[config.mk]
export PLATFORM = sky130hd
export DESIGN_NAME = order_book_matcher
export DESIGN_NICKNAME = d
export VERILOG_FILES = /design/src/sv/obm_pkg.sv /design/src/sv/obm_out_reg.sv /design/src/sv/order_book_matcher.sv
export SDC_FILE = /design/constraint.sdc
export NUM_CORES = 2
export LEC_CHECK = 0
export ABC_CLOCK_PERIOD_IN_PS = 9010
export BUFFER_PORTS_ARGS = -buffer_cell sky130_fd_sc_hd__clkbuf_2
export CAP_MARGIN = 40
export CORE_AREA = 5 5 504 506
export CTS_BUF_LIST = sky130_fd_sc_hd__clkbuf_2
export CTS_CLUSTER_DIAMETER = 50
export CTS_CLUSTER_SIZE = 28
export DETAILED_ROUTE_END_ITERATION = 12
export DIE_AREA = 0 0 509 511
export PLACE_DENSITY = 0.67
export SLEW_MARGIN = 20
export SYNTH_ARGS = -nofsm -noshare
export SYNTH_HDL_FRONTEND = slang
export SYNTH_HIERARCHICAL = 1
export SYNTH_SLANG_ARGS = --single-unit
[constraint.sdc]
create_clock -name clk -period 9.01 [get_ports clk]
set_input_delay 1.3515 -clock clk [delete_from_list [all_inputs] [get_ports clk]]
set_output_delay 1.3515 -clock clk [all_outputs]
set_load 0.02 [all_outputs]
[src/sv/obm_pkg.sv]
// Package with constants and types shared by the order book matcher modules.
`timescale 1ns / 1ps
`default_nettype none
package obm_pkg;
	localparam int BOOK_DEPTH = 32;
	localparam int IDX_W = $clog2(BOOK_DEPTH);
	localparam int CNT_W = $clog2(BOOK_DEPTH + 1);
	localparam int KEY_W = 23;

	typedef struct packed {
		logic        side;
		logic        market;
		logic [15:0] dollars;
		logic [6:0]  cents;
		logic [19:0] quantity;
		logic [15:0] id;
		logic [7:0]  owner;
	} entry_t;

	typedef struct packed {
		logic        fill_valid;
		logic [15:0] maker_id;
		logic [7:0]  maker_owner;
		logic [19:0] fill_quantity;
		logic [15:0] fill_dollars;
		logic [6:0]  fill_cents;
		logic        maker_filled;
		logic        last;
		logic [1:0]  taker_state;
		logic        rested;
		logic        book_full_drop;
	} result_t;

	localparam logic [1:0] TAKER_NONE = 2'd0;
	localparam logic [1:0] TAKER_PART = 2'd1;
	localparam logic [1:0] TAKER_FULL = 2'd2;
endpackage
`default_nettype wire

[src/sv/obm_out_reg.sv]
// Output register that holds one result beat until the receiver takes it.
`timescale 1ns / 1ps
`default_nettype none
module obm_out_reg (
	input  wire logic             clk,
	input  wire logic             arst_n,
	input  wire logic             push,
	input  obm_pkg::result_t      push_data,
	output logic                  busy,
	output logic                  valid,
	input  wire logic             ready,
	output obm_pkg::result_t      data
);
	import obm_pkg::*;
	logic    valid_q;
	result_t data_q;

	always_ff @(posedge clk or negedge arst_n) begin
		if (!arst_n) begin
			valid_q <= 1'b0;
		end else if (push) begin
			valid_q <= 1'b1;
		end else if (ready) begin
			valid_q <= 1'b0;
		end
	end

	always_ff @(posedge clk) begin
		if (push) begin
			data_q <= push_data;
		end
	end

	assign busy  = valid_q && !ready;
	assign valid = valid_q;
	assign data  = data_q;
endmodule
`default_nettype wire

[src/sv/order_book_matcher.sv]
// Top level of the price-time priority order book matcher.
// The order channel (valid, ready) takes one new order per beat; ready is high only while
// the block is idle, so the next order is taken after the previous one has finished.
// The fill channel (fill_out_valid, fill_out_ready) gives one beat per trade, or a single
// no-trade beat, and the final beat of an order has last set with the order's final state.
// Each pass over the book visits one entry per cycle with a shared price comparator. A trade
// adds a read state and a fill state, which may wait on the output register, and a full
// fill of a resting order adds a compaction sweep over the entries behind it.
// Ready stays low for the whole order: after the last pass, the done state settles the
// final beat and inserts the remainder, the wait state hands it over and the emit state
// returns to idle.
// Reset empties the book at once; entry storage needs no clearing pass.
// A fill beat is held until the next trade or the end of the order shows whether it is the
// final one. When the receiver stalls, the sequencer waits until the output register is
// free, so no beat is lost.
`timescale 1ns / 1ps
`default_nettype none
module order_book_matcher (
	input  wire logic        clk,
	input  wire logic        arst_n,
	input  wire logic        valid,
	output logic             ready,
	input  wire logic        side,
	input  wire logic        is_market,
	input  wire logic [15:0] price_dollars,
	input  wire logic [6:0]  price_cents,
	input  wire logic [19:0] order_quantity,
	input  wire logic [15:0] order_id,
	input  wire logic [7:0]  owner_id,
	output logic             fill_out_valid,
	input  wire logic        fill_out_ready,
	output logic             fill_valid,
	output logic [15:0]      maker_id,
	output logic [7:0]       maker_owner,
	output logic [19:0]      fill_quantity,
	output logic [15:0]      fill_dollars,
	output logic [6:0]       fill_cents,
	output logic             maker_filled,
	output logic             last,
	output logic [1:0]       taker_state,
	output logic             rested,
	output logic             book_full_drop
);
	import obm_pkg::*;

	typedef enum logic [7:0] {
		ST_IDLE  = 8'b00000001,
		ST_SCAN  = 8'b00000010,
		ST_READ  = 8'b00000100,
		ST_FILL  = 8'b00001000,
		ST_SHIFT = 8'b00010000,
		ST_DONE  = 8'b00100000,
		ST_WAIT  = 8'b01000000,
		ST_EMIT  = 8'b10000000
	} state_t;

	state_t             state_q;
	entry_t             mem_q [BOOK_DEPTH];
	entry_t             rd_q;
	logic [CNT_W-1:0]   count_q;
	logic [CNT_W-1:0]   ptr_q;
	logic [IDX_W-1:0]   best_q;
	logic [KEY_W-1:0]   bkey_q;
	logic               found_q;
	logic               o_side_q, o_mkt_q;
	logic [15:0]        o_dol_q, o_id_q;
	logic [6:0]         o_cen_q;
	logic [19:0]        o_qty_q, rem_q;
	logic [7:0]         o_own_q;
	logic [CNT_W-1:0]   nres_q;
	logic               had_fill_q;
	result_t            res_q;
	logic               push;
	logic               out_busy;
	result_t            out_data;

	logic [KEY_W-1:0]   lim;
	logic [KEY_W-1:0]   ekey;
	logic               elig, better;
	entry_t             e;
	logic               fill_go;
	logic               rest_ok;
	result_t            fill_res;
	result_t            done_res;

	assign lim  = {o_dol_q, o_cen_q};
	assign e    = mem_q[ptr_q[IDX_W-1:0]];
	assign ekey = {e.dollars, e.cents};

	always_comb begin
		elig = (e.side != o_side_q) && !(o_mkt_q && e.market);
		if (!o_mkt_q) begin
			if (!o_side_q && ekey > lim) elig = 1'b0;
			if (o_side_q && ekey < lim) elig = 1'b0;
		end
		better = !found_q || (o_side_q ? (ekey > bkey_q) : (ekey < bkey_q));
	end

	assign fill_go = !had_fill_q || !out_busy;
	assign rest_ok = (rem_q != '0) && (count_q != CNT_W'(BOOK_DEPTH));
	assign push    = ((state_q == ST_FILL) && had_fill_q && !out_busy) ||
		((state_q == ST_WAIT) && !out_busy);

	always_comb begin
		fill_res              = '0;
		fill_res.fill_valid   = 1'b1;
		fill_res.maker_id     = rd_q.id;
		fill_res.maker_owner  = rd_q.owner;
		fill_res.fill_dollars = rd_q.dollars;
		fill_res.fill_cents   = rd_q.cents;
		if (rd_q.quantity > rem_q) begin
			fill_res.fill_quantity = rem_q;
		end else begin
			fill_res.fill_quantity = rd_q.quantity;
			fill_res.maker_filled  = 1'b1;
		end
		done_res                = had_fill_q ? res_q : '0;
		done_res.last           = 1'b1;
		done_res.taker_state    = (rem_q == '0) ? TAKER_FULL :
			(rem_q == o_qty_q) ? TAKER_NONE : TAKER_PART;
		done_res.rested         = rest_ok;
		done_res.book_full_drop = (rem_q != '0) && (count_q == CNT_W'(BOOK_DEPTH));
	end

	assign ready = (state_q == ST_IDLE);

	always_ff @(posedge clk or negedge arst_n) begin
		if (!arst_n) begin
			state_q <= ST_IDLE;
			count_q <= '0;
		end else begin
			unique case (state_q)
				ST_IDLE: begin
					if (valid) begin
						state_q <= (order_quantity == '0) ? ST_DONE : ST_SCAN;
					end
				end
				ST_SCAN: begin
					if (ptr_q == count_q) begin
						state_q <= found_q && (nres_q != CNT_W'(BOOK_DEPTH)) ? ST_READ : ST_DONE;
					end
				end
				ST_READ: state_q <= ST_FILL;
				ST_FILL: begin
					if (fill_go) begin
						if (rd_q.quantity > rem_q) begin
							state_q <= ST_DONE;
						end else begin
							state_q <= ST_SHIFT;
						end
					end
				end
				ST_SHIFT: begin
					if (ptr_q + 1'b1 >= count_q) begin
						count_q <= count_q - 1'b1;
						state_q <= (rem_q == '0) ? ST_DONE : ST_SCAN;
					end
				end
				ST_DONE: state_q <= ST_WAIT;
				ST_WAIT: begin
					if (!out_busy) begin
						state_q <= ST_EMIT;
						if (res_q.rested) count_q <= count_q + 1'b1;
					end
				end
				ST_EMIT: state_q <= ST_IDLE;
				default: state_q <= ST_IDLE;
			endcase
		end
	end

	always_ff @(posedge clk) begin
		unique case (state_q)
			ST_IDLE: begin
				o_side_q   <= side;
				o_mkt_q    <= is_market;
				o_dol_q    <= price_dollars;
				o_cen_q    <= price_cents;
				o_qty_q    <= order_quantity;
				rem_q      <= order_quantity;
				o_id_q     <= order_id;
				o_own_q    <= owner_id;
				ptr_q      <= '0;
				found_q    <= 1'b0;
				nres_q     <= '0;
				had_fill_q <= 1'b0;
			end
			ST_SCAN: begin
				if (ptr_q != count_q) begin
					if (elig && better) begin
						found_q <= 1'b1;
						best_q  <= ptr_q[IDX_W-1:0];
						bkey_q  <= ekey;
					end
					ptr_q <= ptr_q + 1'b1;
				end
			end
			ST_READ: rd_q <= mem_q[best_q];
			ST_FILL: begin
				if (fill_go) begin
					res_q      <= fill_res;
					nres_q     <= nres_q + 1'b1;
					had_fill_q <= 1'b1;
					found_q    <= 1'b0;
					if (rd_q.quantity > rem_q) begin
						mem_q[best_q].quantity <= rd_q.quantity - rem_q;
						rem_q <= '0;
					end else begin
						rem_q <= rem_q - rd_q.quantity;
						ptr_q <= {1'b0, best_q};
					end
				end
			end
			ST_SHIFT: begin
				if (ptr_q + 1'b1 >= count_q) begin
					ptr_q <= '0;
				end else begin
					mem_q[ptr_q[IDX_W-1:0]] <= mem_q[ptr_q[IDX_W-1:0] + 1'b1];
					ptr_q <= ptr_q + 1'b1;
				end
			end
			ST_DONE: begin
				res_q <= done_res;
				if (rest_ok) begin
					mem_q[count_q[IDX_W-1:0]] <= '{side: o_side_q, market: o_mkt_q,
						dollars: o_mkt_q ? 16'd0 : o_dol_q,
						cents: o_mkt_q ? 7'd0 : o_cen_q,
						quantity: rem_q, id: o_id_q, owner: o_own_q};
				end
			end
			default: ;
		endcase
	end

	obm_out_reg u_out (
		.clk       (clk),
		.arst_n    (arst_n),
		.push      (push),
		.push_data (res_q),
		.busy      (out_busy),
		.valid     (fill_out_valid),
		.ready     (fill_out_ready),
		.data      (out_data)
	);

	assign fill_valid     = out_data.fill_valid;
	assign maker_id       = out_data.maker_id;
	assign maker_owner    = out_data.maker_owner;
	assign fill_quantity  = out_data.fill_quantity;
	assign fill_dollars   = out_data.fill_dollars;
	assign fill_cents     = out_data.fill_cents;
	assign maker_filled   = out_data.maker_filled;
	assign last           = out_data.last;
	assign taker_state    = out_data.taker_state;
	assign rested         = out_data.rested;
	assign book_full_drop = out_data.book_full_drop;
endmodule
`default_nettype wire

==> run summary <==
• 62.5% — share of synthesized area occupied by flip-flops and latches
• 4 — number of buffers between clock root and the deepest sink
• 0.0449 mm² — area occupied by multi-input gates
• 0 — number of maximum-capacitance constraint violations
• 33.4 mW — sum of internal, switching and leakage power
• 20.9 µm² — Avg Cell Area, Syn
• 275 — total clock buffers created by CTS
• state_q[6] — FF-to-FF Start
• 8 — initial antenna violation count
• 6503 — nets@finish
• 0.0772 mm² — area taken by flip-flops and latches
• 5910 — number of cells produced by synthesis
• 0 — total overflow reported by the global router
• 27.5% — global-route usage over all layers
• 30 — Max FO, Critical Path
• 211 mm — DP HPWL
• 0.250 mm² — core region area
• 513 mm — wire length of the first global-routing pass
• 49.5% — initial cell density of the core
• flop — crit start category
• 0.583% — share of flip-flops with an asynchronous set or reset after synthesis
• 0.131 mm² — placed standard-cell area
• 41.8% — fraction of layout cells with a size suffix above 1
• 0 — postcts setup bufs
• flop — kind of end point of the critical path
• 184 — number of placement rows
• done — clock tree from TritonCTS
• 0 — cells resized by post-CTS repair
• 1.33 ns — Slew @ Worst Pin
• 68921 — total vias in the final route
• 78 — unique cell type count in the Yosys netlist
• 6 — 1st-pass router iterations
• 148 — number of I/O port buffers
• 149 — total I/O pin count
• 10018 — initial drt markers
• 0 — final hold violation count
• 0 — DR DRC count
• 246 mW/mm² — power density over cell area
• 69085 — vias in the first global route
• 2574 — number of clock sinks seen by CTS
• 2.05 ns — clock latency reported for the late side of the worst-skew pair
• input port to flop — type of the tightest min-delay check
• 509 µm — die width
• 62.1% — proportion of netlist area held by the largest area contributor
• 0.901 — gpl congestion
• clkbuf_2 — CTS Root Cell
• edfxtp_1 62%, mux4_2 29%, ha_1 0.99%, clkbuf_1 0.95%, mux2_2 0.89% — leading cell types by total area after synthesis
• false — unrepaired setup endpoints after global routing
• 0.136 mm² — cell area after layout
• 6.56 ns — post-layout minimum cycle time
• order_quantity[16] — launch instance of the worst min-delay path
• 8.04 ns — Worst Path Arrival
• o_qty_q[16] — endpoint with the worst hold slack
• 18850 — number of filler cells placed in the layout
• edfxtp_1 — library cell occupying the most area in the post-synthesis netlist
• 2.45 ns — final worst setup slack
• state_q[6] — startpoint of the worst setup timing path
• 2554 — count of flip-flops with a built-in enable after synthesis
• finished clean — outcome
• 152 MHz — timing-limited maximum frequency
• 0 — Antenna Violating Nets Remaining
• 9.88% — area added between synthesis and finish
• mem_q[18][9] — terminus of the critical flop-to-flop path
• 10.49 ns — Required @ worst endpoint
• 0.260 mm² — area enclosed by the die boundary
• 0 — setup violation total in the final timing report
• 5 — Clock H-tree levels
• 11.1% — headroom to the max-slew limit
• 0.290 ns — WHS
• 0 ns — Total Neg Setup Slack
• 125 — pin count of the biggest net entering global routing
• 13 — worst reg-to-reg path cell count
• 6084 — post-synth net total
• 36.3 µm — routed wirelength normalized by instance count
• 2.45 ns — slack of the worst reg-to-reg path
• 6 — number of warnings printed during yosys synthesis
• 72.8% — post-route fraction of the period consumed by the critical path
• flop to flop — Worst Path Class, Setup
• 2.67 ns — DP Worst Slack
• edfxtp_1 — Post-synth top flop
• 0 — final number of max-transition violations
• 427 µV — Max VDD drop
• 2574 — register bit total from synthesis
• 45.9 nW — static power due to leakage
• 6.97 — Via-to-Cell Ratio
• 359 mm — total wire length after detailed routing
• 511 µm — floorplan die height
• 2 — number of cells traversed by the worst hold path
• 0.25 ns — clock transition time at the flip-flop clock pins of the worst setup and hold paths
• 0.124 mm² — cell area after synthesis
• 0.255 ns — worst setup skew after layout
cell usage after synthesis (20+ instances only):
library cell  number
edfxtp_1        2554
mux4_2          1599
clkbuf_1         313
nand2_1          145
nor2_1           136
buf_1            122
a21oi_1          116
inv_1            113
o21ai_0          108
ha_1              98
mux2_2            98
mux2i_1           77
and2_1            55
xnor2_1           40
nand3_1           31
xor2_1            27
nor3_1            26
a21o_1            20
cell usage in the layout, fill, tap and decap left out, drive strengths merged, types with 23 or more instances in the layout:
| cell type | count |
|---|---|
| edfxtp | 2554 |
| mux4 | 1599 |
| clkbuf | 440 |
| buf | 305 |
| inv | 184 |
| nand2 | 146 |
| nor2 | 136 |
| dlygate4sd3 | 128 |
| a21oi | 117 |
| o21ai | 110 |
| mux2 | 98 |
| ha | 98 |
| mux2i | 77 |
| clkinv | 72 |
| and2 | 55 |
| xnor2 | 40 |
| nand3 | 31 |
| xor2 | 27 |
| nor3 | 26 |
| clkinvlp | 23 |
power breakdown:
part / internal [mW] / switching, mW / total (mW)
sequential: 14.3 / 0.392 / 14.7
combinational: 5.55 / 6.98 / 12.5
clock: 1.71 / 4.47 / 6.18
critical path, stage by stage, from the launching register on:
cell and delay, ns:
dfrtp_1 0.46, or4_4 0.57, or4_4 0.80, clkinv_8 0.24, o21ai_4 0.14, or2_4 0.35, inv_2 0.33, buf_4 0.59
nand2_1 0.20, o221ai_1 0.18, nand3_1 0.64, nor2_4 0.26, buf_4 0.54, buf_4 0.68
area by class of cell:
class,count,area share [%]
antenna,13,0.0240
clock buffer,292,1.08
clock inverter,179,1.46
inverter,117,0.342
multi-input combinational,2780,33.0
sequential,2574,56.9
tap,3348,3.09
timing repair buffer,581,4.10
layer usage:
metal / track usage [%] / up-vias / share of wire (%)
li1: - / 26703 / -
met1: 40.1 / 36891 / 38
met2: 42.1 / 4655 / 47
met3: 6.80 / 668 / 12
met4: 7.60 / 4 / 3.1
met5: 0 / - / 0.0075
state kept, by name, summed over array words and instances (netlist names), 16 cells and up, named ones only:
name	flops
mem_q	2208
res_q	74
u_out/data	74
fill_res	47
bkey_q	23
o_qty_q	20
rd_q	20
rem_q	20
o_dol_q	16
o_id_q	16
metrics by stage:
step / utilization, % / instances
finish: 54.4 / 9884
detailed placement: 52.4 / 9260
CTS: 54.3 / 9859
floorplan: - / 5910
global route: 54.4 / 9880
global placement: 51.9 / 9203
worst max path at each step:
stage / slack (ns) / depth (start not counted) / to
after floorplan: 1.14 / 6 / res_q[10]
after global placement: 2.24 / 12 / bkey_q[22]
after detailed placement: 2.67 / 13 / mem_q[19][6]
after CTS: 2.52 / 13 / mem_q[19][9]
after global routing: 2.30 / 13 / mem_q[19][9]
final: 2.45 / 13 / mem_q[18][9]
cells by family (layout without fill, tap and decap cells):
group | count (synthesis) | after routing | share of synthesized area, %
buffers and inverters | 556 | 1169 | 1.71
AND/OR/NAND/NOR | 484 | 484 | 1.87
flip-flops | 2574 | 2574 | 62.5
adder cells (fa/ha/maj) | 101 | 101 | 1.04
multiplexers | 1774 | 1774 | 30.7
XOR/XNOR | 67 | 67 | 0.475
AO/OA/AOI/OAI | 354 | 354 | 1.76
other | 0 | 13 | 0
what timing repair did:
item	4_1_cts	5_1_grt
setup endpoints to repair	0	0
hold buffers	128	0
endpoints found under the hold margin	119	0
No activity file was read; power rests on OpenSTA's default activity.
